### config.mk
export PLATFORM = sky130hd
export DESIGN_NAME = poi_mul
export DESIGN_NICKNAME = d
export VERILOG_FILES = /design/src/sv/poi_pkg.sv /design/src/sv/poi_mul.sv
export SDC_FILE = /design/constraint.sdc
export NUM_CORES = 2
export LEC_CHECK = 0
export ABC_AREA = 0
export BUFFER_PORTS_ARGS = -buffer_cell sky130_fd_sc_hd__buf_2
export CAP_MARGIN = 20
export CORE_UTILIZATION = 47
export DETAILED_ROUTE_END_ITERATION = 10
export HOLD_SLACK_MARGIN = 0.05
export SLEW_MARGIN = 20
export SYNTH_ARGS = -nofsm -noshare
export SYNTH_HDL_FRONTEND = slang
export SYNTH_SLANG_ARGS = --single-unit
### constraint.sdc
create_clock -name i_clk -period 20.3 [get_ports i_clk]
set_input_delay 4.06 -clock i_clk [delete_from_list [all_inputs] [get_ports i_clk]]
set_output_delay 4.06 -clock i_clk [all_outputs]
set_load 0.02 [all_outputs]
### src/sv/poi_pkg.sv
package poi_pkg;

    localparam logic [30:0]        INV_PI_Q32      = 31'd1367130551;
    localparam logic signed [33:0] CORDIC_INV_GAIN = 34'sd652032874;
    localparam logic signed [33:0] UNIT_Q30        = 34'sd1073741824;
    localparam logic [19:0]        STEP_RESET      = 20'd16777;

    localparam logic [1:0] REG_METHOD = 2'd0;
    localparam logic [1:0] REG_STEP   = 2'd1;

    localparam logic CMD_POSE = 1'b1;

    typedef enum logic [3:0] {
        ST_IDLE,
        ST_MUL_P,
        ST_MUL_D,
        ST_MUL_HI,
        ST_MUL_LO,
        ST_SUM,
        ST_HEAD,
        ST_CSTART,
        ST_CWAIT,
        ST_MUL_Y,
        ST_ADD_X,
        ST_ADD_Y,
        ST_QSTART,
        ST_QWAIT
    } t_state;

    typedef struct packed {
        logic               done;
        logic signed [31:0] cos_q;
        logic signed [31:0] sin_q;
    } t_cordic_res;

    function automatic logic [31:0] atan_bam(input logic [4:0] idx);
        logic [31:0] v;
        case (idx)
            5'd0:    v = 32'h2000_0000;
            5'd1:    v = 32'h12E4_051E;
            5'd2:    v = 32'h09FB_385B;
            5'd3:    v = 32'h0511_11D4;
            5'd4:    v = 32'h028B_0D43;
            5'd5:    v = 32'h0145_D7E1;
            5'd6:    v = 32'h00A2_F61E;
            5'd7:    v = 32'h0051_7C55;
            5'd8:    v = 32'h0028_BE53;
            5'd9:    v = 32'h0014_5F2F;
            5'd10:   v = 32'h000A_2F98;
            5'd11:   v = 32'h0005_17CC;
            5'd12:   v = 32'h0002_8BE6;
            5'd13:   v = 32'h0001_45F3;
            5'd14:   v = 32'h0000_A2FA;
            5'd15:   v = 32'h0000_517D;
            5'd16:   v = 32'h0000_28BE;
            5'd17:   v = 32'h0000_145F;
            5'd18:   v = 32'h0000_0A30;
            5'd19:   v = 32'h0000_0518;
            5'd20:   v = 32'h0000_028C;
            5'd21:   v = 32'h0000_0146;
            5'd22:   v = 32'h0000_00A3;
            5'd23:   v = 32'h0000_0051;
            5'd24:   v = 32'h0000_0029;
            5'd25:   v = 32'h0000_0014;
            5'd26:   v = 32'h0000_000A;
            5'd27:   v = 32'h0000_0005;
            5'd28:   v = 32'h0000_0003;
            5'd29:   v = 32'h0000_0001;
            5'd30:   v = 32'h0000_0001;
            default: v = 32'h0000_0000;
        endcase
        return v;
    endfunction

    function automatic logic signed [31:0] clamp_unit(input logic signed [33:0] v);
        logic signed [31:0] r;
        if (v > UNIT_Q30) begin
            r = 32'(UNIT_Q30);
        end else if (v < -UNIT_Q30) begin
            r = 32'(-UNIT_Q30);
        end else begin
            r = 32'(v);
        end
        return r;
    endfunction

    function automatic logic signed [31:0] sat_add(input logic signed [31:0] a,
                                                   input logic signed [23:0] b);
        logic signed [32:0] s;
        logic signed [31:0] r;
        s = 33'(a) + 33'(b);
        if (s[32] != s[31]) begin
            r = s[32] ? 32'sh8000_0000 : 32'sh7FFF_FFFF;
        end else begin
            r = s[31:0];
        end
        return r;
    endfunction

endpackage

### src/sv/poi_mul.sv
module poi_mul import poi_pkg::*; (
    input  logic               i_clk,
    input  logic signed [32:0] i_a,
    input  logic signed [32:0] i_b,
    output logic signed [65:0] o_p
);

    logic signed [65:0] r_p;

    always_ff @(posedge i_clk) begin
        r_p <= 66'(i_a) * 66'(i_b);
    end

    assign o_p = r_p;

endmodule

==> qor_table.md <==
| Item | This run |
| --- | --- |
| Post-detail-place hpwl | 89.8 mm |
| Startpoint type of the worst setup path | input pin |
| Number of design rule violations left after detail routing | 0 |
| Crit path capture type | register |
| Share of the yosys chip area belonging to registers | 3.24% |
| Final cycle utilization of the critical path | 59.1% |
| Die Span Y | 296 um |
| DRC violation total after the first TritonRoute iteration | 1394 |
| Setup TNS | 0 ns |
| Number of sinks handled by clock tree synthesis | 66 |
| Actual transition at the worst max-transition pin | 1.09 ns |
| Die Outline Area | 0.0879 mm^2 |
| Number of detailed-routing iterations run before antenna repair | 5 |
| Total number of nets in the final design | 5700 |
| Result of the run | finished, final reports clean |
| First-pass GRT wire length | 178 mm |
| Average detailed-routed wire length per instance | 20.4 um |
| Most frequent cells in the layout | fa_1 (1145), inv_1 (1131), and2_1 (562) |
| Maximum number of pins on one net before global-route repair | 34 |
| CTS tree | built |
| RSZ-0062 raised after global routing | no |
| Total number of yosys warnings | 0 |
| Mean post-synth cell area | 9.39 um^2 |
| Number of antenna violations at the first check in global routing | 4 |
| Input/output buffers | 132 |
| Total congestion overflow after global routing | 0 |
| Horizontal die dimension | 296 um |
| Maximum fanout along the worst path | 33 |
| Floorplan row count | 107 |
| Hold Fails Final Rpt | 0 |
| Number of flops mapped to enable cells by yosys | 0 |
| Relative max-transition margin | 27.6% |
| Hold path start | i_b[0] |
| CTS Buf Count | 9 |
| Ratio of cells with drive above 1 in the final layout | 4.58% |
| Overall global routing resource usage | 26.9% |
| Via density | 5.19 |
| Post-CTS Setup Inserts | 0 |
| Synth Register Bits | 66 |
| Min-Delay Endpoint | o_p[0] |
| Final Critical Period | 11.99 ns |
| Routed WL | 110 mm |
| Top-Level Pins | 133 |
| Via count of the first global-routing pass | 31.2k |
| Arrival time worst endpoint | 12.31 ns |
| Hold bufs inserted after CTS | 0 |
| Area of the core | 0.0855 mm^2 |
| Setup Viol. Count Final | 0 |
| Area added between synthesis and finish | 3.95% |
| Final-report max-slew violation count | 0 |
| Routability congestion estimate | 0.914 |
| Flip-flop cell with the highest count after synthesis | dfxtp_1 |
| Critical Setup Path Class | in -> reg |
| Max-capacitance violation count | 0 |
| Post-Syn Nets | 5767 |
| Leading cell type in the layout, fill and taps excluded | fa_1 |
| Asr flop ratio synth | 0% |
| Post-synthesis cell type count | 80 |
| Number of flip-flops in the largest register | 66 |
| Clock root buffer | clkbuf_16 |
| Number of nets with antenna violations after routing | 0 |
| Number of stages on the worst hold path | 2 |
| Maximum clock path buffer count | 2 |
| Post-synthesis cell area | 0.0407 mm^2 |
| Required time of the worst setup path | 20.62 ns |
| Number of resized instances in the post-cts repair step | 0 |
| Type of the tightest min-delay check | in -> reg |
| Synth top area share | 56.3% |
| CTS H-tree lvls | 3 |
| Highest Clock Rate | 83.4 MHz |
| Initial Utilization | 47.6% |
| Via count | 28.1k |
| Clock-pin slew on the worst setup and hold paths | 0.07 ns |
| Cell type with the highest aggregate area in the netlist | fa_1 |
| Leading cell types by total area after synthesis | fa_1 (56%), inv_1 (10%), and2_1 (8.6%) |
| Gate count after technology mapping | 4338 |
## cells in the mapped netlist, drive strengths merged, types with 7 or more instances
cell type / number
fa: 1145
inv: 1131
and2: 563
nand2: 551
ha: 217
clkbuf: 208
nor2: 68
dfxtp: 66
a21oi: 61
xnor2: 43
a21o: 38
o21ai: 33
nand3: 26
xor2: 25
buf: 13
nand2b: 12
nand4: 12
a211oi: 11
o21bai: 11
a31oi: 9
nor3: 7
o31ai: 7
## worst max path at each step
stage               startpoint       to  depth (start not counted)
finish                 i_a[32]  o_p[63]                         21
global route           i_a[32]  o_p[65]                         22
CTS                    i_a[32]  o_p[63]                         21
detailed placement     i_a[32]  o_p[63]                         21
global placement       i_a[32]  o_p[63]                         21
floorplan              i_a[32]  o_p[62]                         23
## layer usage
metal	GRT usage, %	share of wire [%]	vias to the layer above
met3	2.73	4.3	176
met2	48.1	52	713
met1	33.1	38	15035
li1	-	-	12203
met5	0	0.018	-
met4	11.6	4.8	2
## area by class of cell
cell class	instances	area [um^2]
tap	1144	1430
sequential	66	1320
clock buffer	9	225
multi-input combinational	2920	34300
inverter	1131	4250
clock inverter	7	53.8
fill	8174	43200
antenna	3	7.51
timing repair buffer	143	743
## through the flow
stage	setup slack, ns	area [um^2]	util, %	hold slack, ns	instances
2_1_floorplan	9.00	40700	-	4.19	4338
3_3_place_gp	7.99	42100	49.2	4.48	5404
3_5_place_dp	7.91	42100	49.2	4.48	5404
4_1_cts	8.27	42300	49.5	4.22	5420
5_1_grt	7.81	42300	49.5	4.27	5421
6_report	8.31	42300	49.5	4.25	5423
## cell families (layout without fill, tap and decap cells)
group | count (synthesis) | in the layout | synth area share [%]
buf+inv | 1352 | 1290 | 12.5
xor+xnor | 68 | 68 | 1.46
fa+ha+maj | 1362 | 1362 | 62.9
other cells | 0 | 3 | 0
simple gates | 1271 | 1271 | 15.8
compound gates | 219 | 219 | 4.07
flops | 66 | 66 | 3.24
## critical path, stage by stage
cell     delay, ns
buf_2         0.58
nand2_1       0.19
inv_1         0.18
fa_1          0.49
fa_1          0.62
fa_1          0.67
fa_1          1.31
fa_1          0.59
fa_1          0.53
fa_1          0.50
inv_1         0.05
fa_1          0.47
inv_1         0.04
ha_1          0.35
and2_1        0.22
and3_1        0.21
nand4_1       0.10
nor4_1        0.41
a21oi_4       0.19
or3b_1        0.41
nand3_1       0.08
Power is left out: the tool's default activity adds up to more than one toggle a clock period on the data nets, which glitch-free logic cannot reach.
