## config.mk

```make
export PLATFORM = sky130hd
export DESIGN_NAME = poi_cordic
export DESIGN_NICKNAME = d
export VERILOG_FILES = /design/src/sv/poi_pkg.sv /design/src/sv/poi_cordic.sv
export SDC_FILE = /design/constraint.sdc
export NUM_CORES = 1
export LEC_CHECK = 0
export ABC_AREA = 1
export BUFFER_PORTS_ARGS = -buffer_cell sky130_fd_sc_hd__buf_4
export CAP_MARGIN = 30
export CORE_ASPECT_RATIO = 0.5
export CORE_MARGIN = 8
export CORE_UTILIZATION = 43
export CTS_BUF_LIST = sky130_fd_sc_hd__clkbuf_4
export CTS_CLUSTER_DIAMETER = 50
export DETAILED_ROUTE_END_ITERATION = 16
export PLACE_DENSITY = 0.71
export SYNTH_ARGS = -nofsm -noshare
export SYNTH_HDL_FRONTEND = slang
export SYNTH_SLANG_ARGS = --single-unit
```

## constraint.sdc

```tcl
create_clock -name i_clk -period 4.2 [get_ports i_clk]
set_clock_uncertainty 0.15 [all_clocks]
set_input_delay 0 -clock i_clk [delete_from_list [all_inputs] [get_ports i_clk]]
set_output_delay 0 -clock i_clk [all_outputs]
set_load 0.02 [all_outputs]
```

## src/sv/poi_pkg.sv

```systemverilog
package poi_pkg;

    localparam logic [30:0]        INV_PI_Q32      = 31'd1367130551;
    localparam logic signed [33:0] CORDIC_INV_GAIN = 34'sd652032874;
    localparam logic signed [33:0] UNIT_Q30        = 34'sd1073741824;
    localparam logic [19:0]        STEP_RESET      = 20'd16777;

    localparam logic [1:0] REG_METHOD = 2'd0;
    localparam logic [1:0] REG_STEP   = 2'd1;

    localparam logic CMD_POSE = 1'b1;

    typedef enum logic [3:0] {
        ST_IDLE,
        ST_MUL_P,
        ST_MUL_D,
        ST_MUL_HI,
        ST_MUL_LO,
        ST_SUM,
        ST_HEAD,
        ST_CSTART,
        ST_CWAIT,
        ST_MUL_Y,
        ST_ADD_X,
        ST_ADD_Y,
        ST_QSTART,
        ST_QWAIT
    } t_state;

    typedef struct packed {
        logic               done;
        logic signed [31:0] cos_q;
        logic signed [31:0] sin_q;
    } t_cordic_res;

    function automatic logic [31:0] atan_bam(input logic [4:0] idx);
        logic [31:0] v;
        case (idx)
            5'd0:    v = 32'h2000_0000;
            5'd1:    v = 32'h12E4_051E;
            5'd2:    v = 32'h09FB_385B;
            5'd3:    v = 32'h0511_11D4;
            5'd4:    v = 32'h028B_0D43;
            5'd5:    v = 32'h0145_D7E1;
            5'd6:    v = 32'h00A2_F61E;
            5'd7:    v = 32'h0051_7C55;
            5'd8:    v = 32'h0028_BE53;
            5'd9:    v = 32'h0014_5F2F;
            5'd10:   v = 32'h000A_2F98;
            5'd11:   v = 32'h0005_17CC;
            5'd12:   v = 32'h0002_8BE6;
            5'd13:   v = 32'h0001_45F3;
            5'd14:   v = 32'h0000_A2FA;
            5'd15:   v = 32'h0000_517D;
            5'd16:   v = 32'h0000_28BE;
            5'd17:   v = 32'h0000_145F;
            5'd18:   v = 32'h0000_0A30;
            5'd19:   v = 32'h0000_0518;
            5'd20:   v = 32'h0000_028C;
            5'd21:   v = 32'h0000_0146;
            5'd22:   v = 32'h0000_00A3;
            5'd23:   v = 32'h0000_0051;
            5'd24:   v = 32'h0000_0029;
            5'd25:   v = 32'h0000_0014;
            5'd26:   v = 32'h0000_000A;
            5'd27:   v = 32'h0000_0005;
            5'd28:   v = 32'h0000_0003;
            5'd29:   v = 32'h0000_0001;
            5'd30:   v = 32'h0000_0001;
            default: v = 32'h0000_0000;
        endcase
        return v;
    endfunction

    function automatic logic signed [31:0] clamp_unit(input logic signed [33:0] v);
        logic signed [31:0] r;
        if (v > UNIT_Q30) begin
            r = 32'(UNIT_Q30);
        end else if (v < -UNIT_Q30) begin
            r = 32'(-UNIT_Q30);
        end else begin
            r = 32'(v);
        end
        return r;
    endfunction

    function automatic logic signed [31:0] sat_add(input logic signed [31:0] a,
                                                   input logic signed [23:0] b);
        logic signed [32:0] s;
        logic signed [31:0] r;
        s = 33'(a) + 33'(b);
        if (s[32] != s[31]) begin
            r = s[32] ? 32'sh8000_0000 : 32'sh7FFF_FFFF;
        end else begin
            r = s[31:0];
        end
        return r;
    endfunction

endpackage

```

## src/sv/poi_cordic.sv

```systemverilog
module poi_cordic import poi_pkg::*; #(
    parameter int CORDIC_STEPS = 24
) (
    input  logic        i_clk,
    input  logic        i_rst_n,
    input  logic        i_start,
    input  logic [31:0] i_angle,
    output t_cordic_res o_res
);

    localparam int CNT_W = $clog2(CORDIC_STEPS + 1);

    logic                r_busy;
    logic                r_done;
    logic                r_flip;
    logic [CNT_W-1:0]    r_cnt;
    logic signed [33:0]  r_x;
    logic signed [33:0]  r_y;
    logic signed [33:0]  r_z;
    logic signed [31:0]  r_cos;
    logic signed [31:0]  r_sin;

    logic [4:0]          w_idx;
    logic signed [33:0]  w_xs;
    logic signed [33:0]  w_ys;
    logic signed [33:0]  w_atan;
    logic [31:0]         w_shift;
    logic                w_fold;
    logic [31:0]         w_zin;
    logic                w_last;

    assign w_idx   = 5'(r_cnt);
    assign w_xs    = r_x >>> w_idx;
    assign w_ys    = r_y >>> w_idx;
    assign w_atan  = signed'({2'b00, atan_bam(w_idx)});
    assign w_shift = i_angle - 32'h4000_0000;
    assign w_fold  = !w_shift[31];
    assign w_zin   = w_fold ? (i_angle ^ 32'h8000_0000) : i_angle;
    assign w_last  = (r_cnt == CNT_W'(CORDIC_STEPS));

    always_ff @(posedge i_clk) begin
        if (!i_rst_n) begin
            r_busy <= 1'b0;
            r_done <= 1'b0;
        end else if (i_start) begin
            r_busy <= 1'b1;
            r_done <= 1'b0;
            r_cnt  <= '0;
            r_flip <= w_fold;
            r_x    <= CORDIC_INV_GAIN;
            r_y    <= '0;
            r_z    <= 34'(signed'(w_zin));
        end else if (r_busy) begin
            if (w_last) begin
                r_busy <= 1'b0;
                r_done <= 1'b1;
                r_cos  <= clamp_unit(r_flip ? -r_x : r_x);
                r_sin  <= clamp_unit(r_flip ? -r_y : r_y);
            end else begin
                r_cnt <= r_cnt + 1'b1;
                if (!r_z[33]) begin
                    r_x <= r_x - w_ys;
                    r_y <= r_y + w_xs;
                    r_z <= r_z - w_atan;
                end else begin
                    r_x <= r_x + w_ys;
                    r_y <= r_y - w_xs;
                    r_z <= r_z + w_atan;
                end
            end
        end
    end

    assign o_res.done  = r_done;
    assign o_res.cos_q = r_cos;
    assign o_res.sin_q = r_sin;

endmodule

```

==> qor.txt <==
Crit path arrival time -> 5170 ps
wire length per cell -> 18.4 µm
Placeable Area -> 50400 µm²
failing checks -> setup timing
Crit Path Class -> reg2reg
Critical Path Most Common Cell -> nand2_1
final hold violations -> 0
Die W -> 336 µm
most frequent cells in the layout -> nand2_1 (746), buf_4 (717), inv_1 (354)
Mean Syn Cell Area -> 6.34 µm²
commonest non-fill, non-tap cell in the layout -> nand2_1
outcome -> complete, but fails checks
all-layer global routing usage -> 0.278
residual DRC count -> 0
Rel. slew slack -> 0.386
top cells by area, synth -> edfxtp_1 (23%), nand2_1 (15%), nand3_1 (12%)
Area Growth Syn to Fin -> 52.2%
dpl cell area -> 27500 µm²
prevailing post-synth register cell -> edfxtp_1
CTS tree -> built
Design Area, Final -> 33500 µm²
slowest CP cell -> edfxtp_1
Leak Pwr -> 15.8 nW
nets@finish -> 4417
RSZ-0062 raised after global routing -> true
die height -> 176 µm
VDD IR max -> 0.315 mV
multi-input combinational cell area -> 17400 µm²
#FFs+latches synth -> 204
final non-filler cell total -> 5000
combinational power share -> 0.744
part of the power in the clock network -> 0.097
Startpoint Class -> flip-flop
Yosys cell types -> 57
Peak Freq -> 210 MHz
CP peak stage delay -> 440 ps
vias in the first global route -> 25.7k
worst slew pin tran -> 918 ps
largest area contributor in the netlist -> edfxtp_1
GRT met3 Usage -> 0.0727
period utilization -> 1.13
GPL Wtd Cong -> 0.985
drt via density -> 5.63
NetSw -> 10.1 mW
Place WS -> -548 ps
TritonCTS Buffers -> 54
Worst setup EP type -> flip-flop
initial antenna violation count -> 3
total power -> 20.7 mW
setup ws final -> -560 ps
Sequential Power Share -> 0.159
die area -> 59100 µm²
clock sink count -> 204
FF+latch area -> 5810 µm²
gr ovfl total -> 0
worst hold slack -> 74.1 ps
Root Driver -> clkbuf_4
clock latency at the later pin of the worst-skew pair -> 840 ps
Final ANT Viol Nets -> 0
Reg clk slew, reported paths -> 70 ps
GR peak layer -> met2
DP HPWL -> 64.4 mm
Pre-antenna DRT Iters -> 6
Worst Hold Class -> in2reg
synthesized net count -> 3624
dpl cells -> 4696
final setup vio count -> 44
met2 usage -> 0.431
worst path required time -> 4610 ps
area share of the largest cell type after synthesis -> 0.235
cells after synthesis -> 3471
initial core utilization -> 0.437
Synth Warn # -> 0
first-pass GRT wire length -> 134 mm
Max-Cap Viols -> 0
register area share after synthesis -> 0.264
Slew Limit Fails -> 0
Pwr Density -> 619 nW/µm²
switching share of power -> 0.490
Crit path max-delay family -> simple AND/OR/NAND/NOR gates
CP Buf/Inv Count -> 6
mapped cell area -> 22000 µm²
final WL -> 92.0 mm
H-Tree Depth -> 2
Port-buffer cells -> 99
largest net degree at the start of global routing -> 76
vias post-DR -> 28.1k
I/O pin total -> 100
met1 Track Usage GR -> 0.368
Cell Int Power -> 10.6 mW
layout cells sized above 1 -> 0.362
Fillers -> 4137
asr flop ratio synth -> 0
fin crit period -> 4760 ps
worst-case clock buffer depth -> 3
EDFF count, synth -> 172
maximum fanout along the worst path -> 16
row count -> 58
Detailed Route Iter0 Violations -> 3335
through the flow:
| step | util | TNS (ps) |
|---|---|---|
| 6_report | 0.665 | -12330 |
| 5_1_grt | 0.665 | -22190 |
| 4_1_cts | 0.606 | -3700 |
| 3_5_place_dp | 0.546 | -10720 |
| 3_3_place_gp | 0.546 | -7770 |
| 2_1_floorplan | - | 0 |
cell usage after synthesis, drive strengths merged, types with 7 or more instances:
cell type	count
nand3	530
buf	76
xor2	93
o31ai	7
o21ai	179
nand2	908
edfxtp	172
a31oi	22
nor3	42
inv	394
nor2	410
nand4	48
a21o	15
a21oi	195
dfxtp	32
o21a	21
or2	38
nand3b	11
xnor2	30
o211ai	15
nor4	16
clkbuf	47
a21boi	7
ha	115
worst reg2reg max path, delay by kind of cell (launching register included):
| family | cells | cell delay, ps |
|---|---|---|
| buf+inv | 6 | 930 |
| flops | 1 | 440 |
| simple gates | 17 | 1940 |
| xor+xnor | 1 | 60 |
| fa+ha+maj | 2 | 480 |
| compound gates | 3 | 550 |
worst paths after layout:
kind                    start       to  slack, ps  cells after the start
setup / recovery     r_cnt[0]  r_x[33]       -560                     29
hold / removal    i_angle[30]  r_z[31]         70                      4
setup reg to reg     r_cnt[0]  r_x[33]       -560                     29
hold reg to reg        r_done   r_done        310                      2
registers in the layout, indices dropped and copies added (netlist names):
register  flops
r_busy        1
r_cnt         5
r_cos        32
r_done        1
r_flip        1
r_sin        32
r_x          34
r_y          34
r_z          34
w_atan       30
layer usage:
metal | vias up | part of all wire
met5 | - | 0.00012
met4 | 2 | 0.045
met3 | 335 | 0.11
met2 | 1557 | 0.44
met1 | 13000 | 0.40
li1 | 13300 | -
timing repair:
action	4_1_cts	5_1_grt
pin swaps	59	206
cloned	3	4
endpoints found under the setup margin	41	66
hold endpoints to repair	171	0
hold buffers	94	0
resized for setup	236	575
buffers inserted	36	66
area by class of cell:
type                       count  share of cell area
clock buffer                  72              0.0161
antenna                        3            0.000224
multi-input combinational   2748               0.520
timing repair buffer         860               0.214
clock inverter                27             0.00594
tap                          690              0.0258
inverter                     396              0.0447
sequential                   204               0.173
cells by family (layout without fill, tap and decap cells):
group | count (synthesis) | count (layout) | synth area share
AO/OA/AOI/OAI | 498 | 498 | 0.128
XOR/XNOR | 123 | 123 | 0.0490
adder cells (fa/ha/maj) | 118 | 118 | 0.0682
buffers and inverters | 519 | 1355 | 0.0931
flip-flops | 204 | 204 | 0.264
other | 0 | 3 | 0
AND/OR/NAND/NOR | 2009 | 2009 | 0.398
power by group through the flow:
stage / combinational [mW] / sequential, mW / clock (mW)
global route: 16.6 / 3.28 / 2.12
floorplan: 6.73 / 3.08 / 0
detailed placement: 11.7 / 3.23 / 0
finish: 15.4 / 3.29 / 2.01
global placement: 11.5 / 3.23 / 0
CTS: 12.9 / 3.20 / 2.01
(Power assumes the default switching activity.)
